===== src/rtl/core/hrwl_pkg.sv =====
// Package for the hex record word loader: result kinds, result and push structs, sizes.
// Depends on nothing; used by hrwl_parser, hrwl_result_queue and the top level.
package hrwl_pkg;

    localparam int unsigned PROG_WORDS_DEFAULT = 8192;
    localparam int unsigned ADDR_W             = 13;
    localparam int unsigned DATA_W             = 16;
    localparam int unsigned QUEUE_DEPTH        = 4;
    localparam int unsigned QUEUE_PTR_W        = $clog2(QUEUE_DEPTH);
    localparam int unsigned QUEUE_LVL_W        = $clog2(QUEUE_DEPTH + 1);

    typedef enum logic [1:0] {
        KIND_WRITE  = 2'd0,
        KIND_ACCEPT = 2'd1,
        KIND_REJECT = 2'd2
    } kind_t;

    typedef struct packed {
        kind_t               kind;
        logic [ADDR_W-1:0]   word_address;
        logic [DATA_W-1:0]   word_data;
        logic                record_end;
    } result_t;

    // Up to two results come out of one character: slot0 first, then slot1.
    typedef struct packed {
        logic [1:0] count;
        result_t    slot0;
        result_t    slot1;
    } push_t;

endpackage


===== src/rtl/core/hrwl_parser.sv =====
// Record parser: per-line state registers and the one-character decode step.
// Depends on hrwl_pkg; produces a push_t with zero to two results per accepted word.
module hrwl_parser #(
    parameter int unsigned PROG_WORDS = hrwl_pkg::PROG_WORDS_DEFAULT
) (
    input  logic            clk,
    input  logic            rst_n,
    input  logic            accept,
    input  logic [7:0]      char_code,
    input  logic            line_end,
    output hrwl_pkg::push_t push
);

    localparam logic [7:0] CHAR_COLON = 8'h3A;
    localparam logic [7:0] CHAR_ZERO  = 8'h30;
    localparam logic [7:0] CHAR_NINE  = 8'h39;
    localparam logic [7:0] CHAR_A     = 8'h41;
    localparam logic [7:0] CHAR_F     = 8'h46;

    typedef enum logic [5:0] {
        PH_COLON = 6'b000001,
        PH_COUNT = 6'b000010,
        PH_ADDR  = 6'b000100,
        PH_TYPE  = 6'b001000,
        PH_DATA  = 6'b010000,
        PH_SKIP  = 6'b100000
    } phase_t;

    phase_t       phase_reg,  phase_next;
    logic [1:0]   idx_reg,    idx_next;
    logic [6:0]   words_reg,  words_next;
    logic [15:0]  addr_reg,   addr_next;
    logic [15:0]  accum_reg,  accum_next;

    logic                 digit_ok;
    logic [3:0]           nib;
    logic [15:0]          addr_shift;
    logic [15:0]          word;
    logic                 last;
    logic                 in_range;
    logic                 do_close;
    hrwl_pkg::kind_t      close_kind;
    logic                 prim_valid;
    hrwl_pkg::result_t    prim;
    hrwl_pkg::result_t    rej;
    logic                 rej_valid;

    always_comb
    begin
        digit_ok = 1'b0;
        nib      = 4'd0;
        if (char_code inside {[CHAR_ZERO:CHAR_NINE]})
        begin
            digit_ok = 1'b1;
            nib      = 4'(char_code - CHAR_ZERO);
        end
        else if (char_code inside {[CHAR_A:CHAR_F]})
        begin
            digit_ok = 1'b1;
            nib      = 4'(char_code - CHAR_A + 8'd10);
        end
    end

    assign addr_shift = {addr_reg[11:0], nib};
    assign in_range   = ({1'b0, addr_reg} < 17'(PROG_WORDS));
    assign last       = (words_reg <= 7'd1);

    always_comb
    begin
        case (idx_reg)
            2'd0:    word = accum_reg | {8'd0, nib, 4'd0};
            2'd1:    word = accum_reg | {12'd0, nib};
            2'd2:    word = accum_reg | {nib, 12'd0};
            default: word = accum_reg | {4'd0, nib, 8'd0};
        endcase
    end

    always_comb
    begin
        phase_next = phase_reg;
        idx_next   = idx_reg;
        words_next = words_reg;
        addr_next  = addr_reg;
        accum_next = accum_reg;
        do_close   = 1'b0;
        close_kind = hrwl_pkg::KIND_REJECT;
        prim_valid = 1'b0;
        prim       = '0;

        case (phase_reg)
            PH_COLON:
            begin
                if (char_code == CHAR_COLON)
                begin
                    phase_next = PH_COUNT;
                    idx_next   = 2'd0;
                    accum_next = 16'd0;
                end
                else
                begin
                    do_close = 1'b1;
                end
            end
            PH_COUNT:
            begin
                if (!digit_ok)
                begin
                    do_close = 1'b1;
                end
                else
                begin
                    accum_next = {8'd0, accum_reg[3:0], nib};
                    if (idx_reg != 2'd0)
                    begin
                        phase_next = PH_ADDR;
                        idx_next   = 2'd0;
                        addr_next  = 16'd0;
                    end
                    else
                    begin
                        idx_next = 2'd1;
                    end
                end
            end
            PH_ADDR:
            begin
                if (!digit_ok)
                begin
                    do_close = 1'b1;
                end
                else if (idx_reg == 2'd3)
                begin
                    // count and address must both be even
                    if (accum_reg[0] || addr_shift[0])
                    begin
                        do_close = 1'b1;
                    end
                    else
                    begin
                        words_next = accum_reg[7:1];
                        addr_next  = {1'b0, addr_shift[15:1]};
                        accum_next = 16'd0;
                        idx_next   = 2'd0;
                        phase_next = PH_TYPE;
                    end
                end
                else
                begin
                    addr_next = addr_shift;
                    idx_next  = idx_reg + 2'd1;
                end
            end
            PH_TYPE:
            begin
                if (char_code != CHAR_ZERO)
                begin
                    do_close   = 1'b1;
                    close_kind = hrwl_pkg::KIND_ACCEPT;
                end
                else if (idx_reg == 2'd0)
                begin
                    idx_next = 2'd1;
                end
                else if (words_reg == 7'd0)
                begin
                    do_close   = 1'b1;
                    close_kind = hrwl_pkg::KIND_ACCEPT;
                end
                else
                begin
                    phase_next = PH_DATA;
                    idx_next   = 2'd0;
                    accum_next = 16'd0;
                end
            end
            PH_DATA:
            begin
                if (!digit_ok)
                begin
                    do_close = 1'b1;
                end
                else if (idx_reg == 2'd3)
                begin
                    if (in_range)
                    begin
                        prim_valid        = 1'b1;
                        prim.kind         = hrwl_pkg::KIND_WRITE;
                        prim.word_address = addr_reg[hrwl_pkg::ADDR_W-1:0];
                        prim.word_data    = word;
                        prim.record_end   = last;
                    end
                    else if (last)
                    begin
                        prim_valid      = 1'b1;
                        prim.kind       = hrwl_pkg::KIND_ACCEPT;
                        prim.record_end = 1'b1;
                    end
                    addr_next  = addr_reg + 16'd1;
                    words_next = words_reg - 7'd1;
                    accum_next = 16'd0;
                    idx_next   = 2'd0;
                    if (last)
                    begin
                        phase_next = PH_SKIP;
                    end
                end
                else
                begin
                    accum_next = word;
                    idx_next   = idx_reg + 2'd1;
                end
            end
            PH_SKIP:
            begin
                phase_next = PH_SKIP;
            end
            default:
            begin
                phase_next = PH_COLON;
            end
        endcase

        if (do_close)
        begin
            prim_valid      = 1'b1;
            prim.kind       = close_kind;
            prim.record_end = 1'b1;
            phase_next      = PH_SKIP;
        end

        // line end: reject an open record, then back to reset values
        rej_valid = line_end && (phase_next != PH_SKIP);
        if (line_end)
        begin
            phase_next = PH_COLON;
            idx_next   = 2'd0;
            words_next = 7'd0;
            addr_next  = 16'd0;
            accum_next = 16'd0;
        end
    end

    always_comb
    begin
        rej            = '0;
        rej.kind       = hrwl_pkg::KIND_REJECT;
        rej.record_end = 1'b1;
        push.slot0     = prim_valid ? prim : rej;
        push.slot1     = rej;
        push.count     = accept ? ({1'b0, prim_valid} + {1'b0, rej_valid}) : 2'd0;
    end

    always_ff @(posedge clk or negedge rst_n)
    begin
        if (!rst_n)
        begin
            phase_reg <= PH_COLON;
            idx_reg   <= 2'd0;
            words_reg <= 7'd0;
            addr_reg  <= 16'd0;
            accum_reg <= 16'd0;
        end
        else if (accept)
        begin
            phase_reg <= phase_next;
            idx_reg   <= idx_next;
            words_reg <= words_next;
            addr_reg  <= addr_next;
            accum_reg <= accum_next;
        end
    end

endmodule


===== src/rtl/core/hrwl_result_queue.sv =====
// Result queue: small register queue taking up to two results a cycle, giving one.
// Depends on hrwl_pkg; room stays high while two free entries remain.
module hrwl_result_queue (
    input  logic                                 clk,
    input  logic                                 rst_n,
    input  hrwl_pkg::push_t                      push,
    output logic                                 room,
    output logic                                 out_valid,
    input  logic                                 out_ready,
    output hrwl_pkg::result_t                    head,
    output logic [hrwl_pkg::QUEUE_LVL_W-1:0]     level
);

    localparam int unsigned PW = hrwl_pkg::QUEUE_PTR_W;
    localparam int unsigned LW = hrwl_pkg::QUEUE_LVL_W;

    hrwl_pkg::result_t      entry_reg [hrwl_pkg::QUEUE_DEPTH];
    logic [PW-1:0]          wr_ptr_reg, wr_ptr_next;
    logic [PW-1:0]          rd_ptr_reg, rd_ptr_next;
    logic [LW-1:0]          level_reg,  level_next;
    logic                   pop;
    logic [PW-1:0]          wr_ptr_b;

    assign pop       = out_valid && out_ready;
    assign out_valid = (level_reg != '0);
    assign head      = entry_reg[rd_ptr_reg];
    assign level     = level_reg;
    assign room      = (level_reg <= LW'(hrwl_pkg::QUEUE_DEPTH - 2));
    assign wr_ptr_b  = wr_ptr_reg + PW'(1);

    always_comb
    begin
        wr_ptr_next = wr_ptr_reg + PW'(push.count);
        rd_ptr_next = rd_ptr_reg + PW'(pop);
        level_next  = level_reg + LW'(push.count) - LW'(pop);
    end

    always_ff @(posedge clk)
    begin
        for (int i = 0; i < hrwl_pkg::QUEUE_DEPTH; i++)
        begin
            if (push.count != 2'd0 && wr_ptr_reg == PW'(i))
            begin
                entry_reg[i] <= push.slot0;
            end
            else if (push.count == 2'd2 && wr_ptr_b == PW'(i))
            begin
                entry_reg[i] <= push.slot1;
            end
        end
    end

    always_ff @(posedge clk or negedge rst_n)
    begin
        if (!rst_n)
        begin
            wr_ptr_reg <= '0;
            rd_ptr_reg <= '0;
            level_reg  <= '0;
        end
        else
        begin
            wr_ptr_reg <= wr_ptr_next;
            rd_ptr_reg <= rd_ptr_next;
            level_reg  <= level_next;
        end
    end

endmodule


===== src/rtl/core/hex_record_word_loader_core.sv =====
// Top level of the hex record word loader: parser plus result queue.
// Depends on hrwl_pkg, hrwl_parser and hrwl_result_queue.
//
//  channel   direction  handshake                    payload
//  char      in         char_valid / char_ready      char_code[7:0], line_end
//  result    out        result_valid / result_ready  kind[1:0], word_address[12:0],
//                                                    word_data[15:0], record_end
//
// One character word is taken per cycle while char_ready is high; its results
// are written into a four-entry queue at the edge that takes the character and
// leave on the result side in order, at most one per cycle. A character yields
// zero, one or two results, so the sustained rate is one character per cycle as
// long as the results drain at least as fast as they are made. char_ready drops
// when fewer than two queue entries are free, which is what a stalled result
// side ends up throttling. rst_n clears the parser state and empties the
// queue at once; no clearing pass follows.
module hex_record_word_loader_core #(
    parameter int unsigned PROG_WORDS = hrwl_pkg::PROG_WORDS_DEFAULT
) (
    input  logic                           clk,
    input  logic                           rst_n,
    input  logic                           char_valid,
    output logic                           char_ready,
    input  logic [7:0]                     char_code,
    input  logic                           line_end,
    output logic                           result_valid,
    input  logic                           result_ready,
    output logic [1:0]                     kind,
    output logic [hrwl_pkg::ADDR_W-1:0]    word_address,
    output logic [hrwl_pkg::DATA_W-1:0]    word_data,
    output logic                           record_end
);

    logic                                  accept;
    logic                                  room;
    hrwl_pkg::push_t                       push;
    hrwl_pkg::result_t                     head;
    logic [hrwl_pkg::QUEUE_LVL_W-1:0]      level;

    // ready only depends on queue space, never on the parse phase
    assign char_ready = room;
    assign accept     = char_valid && char_ready;

    hrwl_parser #(
        .PROG_WORDS (PROG_WORDS)
    ) u_parser (
        .clk       (clk),
        .rst_n     (rst_n),
        .accept    (accept),
        .char_code (char_code),
        .line_end  (line_end),
        .push      (push)
    );

    hrwl_result_queue u_queue (
        .clk       (clk),
        .rst_n     (rst_n),
        .push      (push),
        .room      (room),
        .out_valid (result_valid),
        .out_ready (result_ready),
        .head      (head),
        .level     (level)
    );

    assign kind         = head.kind;
    assign word_address = head.word_address;
    assign word_data    = head.word_data;
    assign record_end   = head.record_end;

    // results are only produced by an accepted character word
    a_push_needs_accept: assert property (@(posedge clk) disable iff (!rst_n)
        push.count != 2'd0 |-> accept)
        else $error("results pushed without an accepted character");

    // a double result is always a non-final write followed by a line-end reject
    a_double_shape: assert property (@(posedge clk) disable iff (!rst_n)
        push.count == 2'd2 |-> (push.slot0.kind == hrwl_pkg::KIND_WRITE
                                && !push.slot0.record_end
                                && push.slot1.kind == hrwl_pkg::KIND_REJECT))
        else $error("unexpected pair of results from one character");

    // the queue never holds more than its depth
    a_queue_bound: assert property (@(posedge clk) disable iff (!rst_n)
        level <= hrwl_pkg::QUEUE_LVL_W'(hrwl_pkg::QUEUE_DEPTH))
        else $error("result queue overflow");

    // after a push, result_valid is high in the next cycle
    a_push_visible: assert property (@(posedge clk) disable iff (!rst_n)
        push.count != 2'd0 |=> result_valid)
        else $error("pushed result not presented");

endmodule


===== config.mk =====
export PLATFORM = sky130hd
export DESIGN_NAME = hex_record_word_loader_core
export DESIGN_NICKNAME = d
export VERILOG_FILES = /design/src/rtl/core/hrwl_pkg.sv /design/src/rtl/core/hrwl_parser.sv /design/src/rtl/core/hrwl_result_queue.sv /design/src/rtl/core/hex_record_word_loader_core.sv
export SDC_FILE = /design/constraint.sdc
export NUM_CORES = 1
export LEC_CHECK = 0
export ABC_AREA = 1
export BUFFER_PORTS_ARGS = -buffer_cell sky130_fd_sc_hd__buf_2
export CORE_MARGIN = 4
export CORE_UTILIZATION = 38
export DETAILED_ROUTE_END_ITERATION = 12
export GPL_TIMING_DRIVEN = 1
export PLACE_DENSITY_LB_ADDON = 0.3
export REMOVE_ABC_BUFFERS = 1
export SYNTH_ARGS = -nofsm -noshare
export SYNTH_HDL_FRONTEND = slang
export SYNTH_SLANG_ARGS = --single-unit

===== constraint.sdc =====
create_clock -name clk -period 4.6 [get_ports clk]
set_clock_uncertainty 0.15 [all_clocks]
set_input_delay 0.92 -clock clk [delete_from_list [all_inputs] [get_ports clk]]
set_output_delay 0.92 -clock clk [all_outputs]
set_load 0.03 [all_outputs]

Word level (Yosys, flattened, before mapping)
Memories as Yosys holds them, arrays and structs flattened.
Cells that the tools add are included.
{"block": "classes", "magnitude_cmp": 7, "n_eq_ne": 32, "n_mul": 0, "n_div": 0, "n_bitwise": 8, "shift": 0, "n_mux": 121, "n_reduce_logical": 31, "addsub": 12}
{"cell": "32-bit 2-to-1 mux", "n": 10}
{"cell": "16-bit 2-to-1 mux", "n": 19}
{"cell": "16-bit one-hot mux with 3 select lines", "n": 2}
{"cell": "6-bit 2-to-1 mux", "n": 14}
{"cell": "16-bit one-hot mux with 5 select lines", "n": 1}
{"cell": "32-bit OR reduction", "n": 2}
{"cell": "1-bit 2-to-1 mux", "n": 42}
{"cell": "7-bit 2-to-1 mux", "n": 6}
{"cell": "2-bit 2-to-1 mux", "n": 20}
{"cell": "6-bit one-hot mux with 6 select lines", "n": 1}
{"cell": "29-bit 2-to-1 mux", "n": 1}
{"cell": "3-bit by 2-bit inequality test with 1-bit output (second input constant)", "n": 7}
{"cell": "16-bit by 1-bit adder with 16-bit output (second input constant)", "n": 1}
{"cell": "16-bit by 14-bit less-than comparator with 1-bit output (second input constant)", "n": 1}
{"cell": "16-bit by 12-bit bitwise OR with 16-bit output", "n": 1}
{"cell": "16-bit bitwise OR", "n": 1}
{"cell": "16-bit by 4-bit bitwise OR with 16-bit output", "n": 1}
{"cell": "16-bit by 8-bit bitwise OR with 16-bit output", "n": 1}
{"cell": "2-bit == test (second input constant)", "n": 7}
{"cell": "7-bit one-hot mux with 2 select lines", "n": 1}
{"cell": "1-bit logical AND", "n": 13}
{"cell": "3-bit inequality test (second input constant)", "n": 4}
{"cell": "11-bit AND reduction", "n": 1}
{"cell": "2-bit one-hot mux with 5 select lines", "n": 1}
{"cell": "other kinds (41)", "n": 53}
{"block": "totals", "mem_bits_rw": 128, "latchBits": 0, "out_inout_bits": 34, "register_bits": 54, "n_memories": 1, "mem_bits_ro": 0, "wordCells": 220}
{"name": "u_queue.entry_reg", "depth": 4, "width": 32, "read_ports": 1, "rd_clocked_by_memory_dff": 0, "write_ports": 2, "line_no": "hrwl_result_queue.sv:17", "source": "hrwl_pkg::result_t entry_reg [hrwl_pkg::QUEUE_DEPTH];"}

Logic depth before layout (Yosys ltp)
{"block": "logic_depth", "ltp_word": 22, "depth_mapped": 23, "mapped_depth_nobuf": 23}

Cells and area by module
Synthesis repeated with hierarchy kept, for this count alone.
{"block": "unflattened", "hier_cells": 1412, "area_unflattened_um2": 11243.3}
{"module": "hrwl_result_queue", "instances": 1, "area_each_um2": 6814.0, "cells_each": 715}
{"module": "hrwl_parser", "instances": 1, "area_each_um2": 4421.7, "cells_each": 695}
{"module": "hex_record_word_loader_core", "instances": 1, "area_each_um2": 7.5, "cells_each": 2}

Worst setup path before layout
Ideal clock, no wire load.
{"block": "synth_path", "kind": "in2reg", "start": "input port char_code[1]", "end": "memory u_queue.entry_reg[0][0] (netlist bit) (enable)", "setup_slack_ns": -1.072, "arrival_ns": 5.053, "stages": 19, "n_path_buf": 0, "cell_sequence": "inv_1 -> ha_1 -> nor2_1 -> nand2_1 -> nand2_1 -> inv_2 -> nand2_2 -> nand2_2 -> inv_2 -> nand2_1 -> nand2_1 -> nor2_2 -> nand2_1 -> nor3_1 -> ha_1 -> inv_1 -> nor2_1 -> nor2_1 -> o31ai_1"}
{"item": "start: declaration", "line_no": "hex_record_word_loader_core.sv:24", "source": "input logic [7:0] char_code,"}
{"item": "end: declaration", "line_no": "hrwl_result_queue.sv:17"}

==> impl_metrics.py <==
metrics = {
    "clock_tree": {
        "clock-sinks": 182,
        "cts_buffers": 17,
        "cts_htree_levels": 4,
        "cts_setup_buffers": 0,
        "clkLatencyLatePin_ps": 430,
        "path_clk_slew_ps": 80,
        "cts_tree": "done",
        "clock-root-buffer": "clkbuf_16",
        "cts_buffer_depth": 2,
        "cts_resized": 0,
        "hold_buffers": 0,
    },
    "worst_setup_path": {
        "worstSetupPathType": "in2reg",
        "cp-startpoint": "char_code[1]",
        "crit_arrival_ps": 3850,
        "reg2reg_from": "u_parser.idx_reg[0]",
        "reg2reg_to": "u_queue.entry_reg[1][12]",
        "end_kind": "flip-flop",
        "crit_fanout": 32,
        "cp-start-kind": "input port",
        "rr_worst_depth": 18,
        "cp.required_ps": 4560,
        "r2r_slack_ps": 1050,
    },
    "global_routing": {
        "grt-ovfl-total": 0,
        "grt_max_degree": 65,
        "gr-usage-all-layers_pct": 17.9,
        "grt_pass1_vias": 7879,
        "grt_pass1_wl_mm": 41.3,
        "antenna_found_initial": 0,
    },
    "timing": {
        "final_hold_viol_count": 0,
        "tightest_slew_ps": 1010,
        "final_max_slew_viol_count": 0,
        "fmax_mhz": 257,
        "period_needed_ps": 3880,
        "setup_viol": 0,
        "fin_crit_sh_pct": 84.5,
        "worst_slack_ps": 715,
        "maxSlewHeadroom_pct": 32.4,
        "rsz0062_at_grt": "false",
    },
    "place": {
        "hpwl_mm": 16.5,
        "place_ws_ps": 302,
        "gp_congestion": 0.882,
        "placedCellCount": 1529,
        "port_buffers": 46,
    },
    "synthesis": {
        "synth.most_common_cell": "nand2_1",
        "synth.distinct_cells": 50,
        "synth_warnings": 0,
        "ys_seq_area_share_pct": 49.8,
        "syn_avg_cell_area_um2": 8.19,
        "async_flop_share_pct": 29.7,
        "synth_ff_type": "edfxtp_1",
        "syn_area_um2": 9780,
        "syn_inst": 1195,
        "synth_top_area_cell": "edfxtp_1",
        "yosys-top-cells-area": "edfxtp_1, dfrtp_1, nand2_1",
        "synth_edf_count": 96,
        "ys_top_cells_by_count": "nand2_1, nor2_1, o21ai_0",
        "synth_top_area_share_pct": 29.5,
        "ys_seq_elements": 182,
    },
    "drt": {
        "viasPerCell": 5.29,
        "drt_pass1_iterations": 6,
        "wl_mm": 25.2,
        "drc_errors": 0,
        "antenna_left": 0,
        "drt_iter0_markers": 652,
        "wire_per_inst_um": 16.1,
        "vias": 8252,
    },
    "hold_path": {
        "worst_hold_path_type": "reg2reg",
        "worstHoldEndpoint": "u_queue.entry_reg[2][31]",
        "worstHoldStart": "u_queue.entry_reg[2][31]",
        "whs_path_depth": 2,
    },
    "layout": {
        "n_antenna_cell": 0,
        "utilization_pct": 43.4,
        "fin_cells": 1561,
        "drive_gt1_share_pct": 12.4,
        "fin_nets": 1249,
        "syn_to_final_growth_pct": 12.0,
        "largest_register_ffs": 128,
    },
    "floorplanning": {
        "rows": 58,
        "coreArea_um2": 25300,
        "dieArea_um2": 28400,
        "die_x_um": 168,
        "die_y_um": 168,
        "start_util_pct": 38.7,
        "ioPinCount": 47,
    },
    "power": {
        "vdd_drop_max_mv": 0.280,
        "leakage_nw": 4.65,
        "power_per_cell_area_nw_per_um2": 553,
        "power_mw": 6.06,
    },
    "job": {
        "maxCapViolCount": 0,
    },
    "run_status": {
        "run_status": "completed",
    },
}
-- kinds of logic (layout without fill, tap and decap cells) --
kind of cell,Yosys count,count (layout),synth area share [%]
AOI/OAI and AO/OA,270,270,14.9
buffers and inverters,143,179,6.29
and+or+nand+nor,574,574,25.8
DFF,182,182,49.8
xor gates and xnor gates,8,8,0.716
adders and majority gates,18,18,2.38
-- final cells by class --
cell class | count | area [um2]
Tap cell | 330 | 413
Timing Repair Buffer | 67 | 438
Sequential cell | 182 | 4880
Multi-Input combinational cell | 870 | 4340
Inverter | 80 | 300
Clock inverter | 15 | 158
Fill cell | 2510 | 14300
Clock buffer | 17 | 425
-- critical path, cell delays in order --
cell and delay, ps:
buf_2 140, inv_1 110, ha_1 200, nor2_1 60
nand2_1 50, nand2_1 80, inv_2 70, nand2_2 60
nand2_2 150, inv_2 90, nand2_1 60, nand2_1 60
nor2_2 130, nand2_1 150, nor3_1 210, ha_1 170
inv_1 40, nor2_2 150, inv_1 70, nor2_1 130
inv_1 130, nor3_4 170, inv_1 120, o21ai_4 80
buf_12 240
-- report_power, final --
group / total (mW) / internal (mW) / switching (mW)
registers: 2.27 / 2.05 / 0.218
clock network: 1.43 / 0.728 / 0.705
logic: 2.35 / 0.684 / 1.67
-- routing by layer --
layer / up-vias / wire, um / GRT usage, %
li1: 4086 / - / -
met1: 3935 / 11600 / 24.2
met2: 213 / 12100 / 29.9
met3: 18 / 1220 / 2.97
met4: 0 / 255 / 4.66
met5: - / 0 / 0
-- per-stage QoR --
stage	area, um2	hold slack, ps	setup TNS (ps)
final	11000	333	0
after global routing	11000	371	0
after CTS	11000	326	0
after detailed placement	10400	307	0
after global placement	10400	308	0
after floorplan	9470	285	-96400
-- layout by cell type (no fill, tap or decap), types with 11 or more instances in the layout --
cell type  instances
a21oi_1           61
buf_4             17
dfrtp_1           52
inv_1             73
o211ai_1          11
edfxtp_1          96
o21ai_0          121
nand4_1           15
nor3_1            11
nor2_1           195
nand2_1          258
dfxtp_1           32
ha_1              17
buf_2             46
o21ai_1           27
nand3_1           52
clkbuf_16         17
o22ai_1           35
-- worst max path at each step --
stage / slack (ps) / depth (start not counted) / to
2_1_floorplan: -1090 / 19 / u_queue.entry_reg[0][0]
3_3_place_gp: 420 / 24 / u_queue.entry_reg[1][23]
3_5_place_dp: 300 / 25 / u_queue.entry_reg[1][23]
4_1_cts: 750 / 25 / u_queue.entry_reg[1][17]
5_1_grt: 400 / 24 / u_queue.entry_reg[1][17]
6_report: 720 / 25 / u_queue.entry_reg[1][12]
Note: power is estimated with default switching activity, not from simulation.
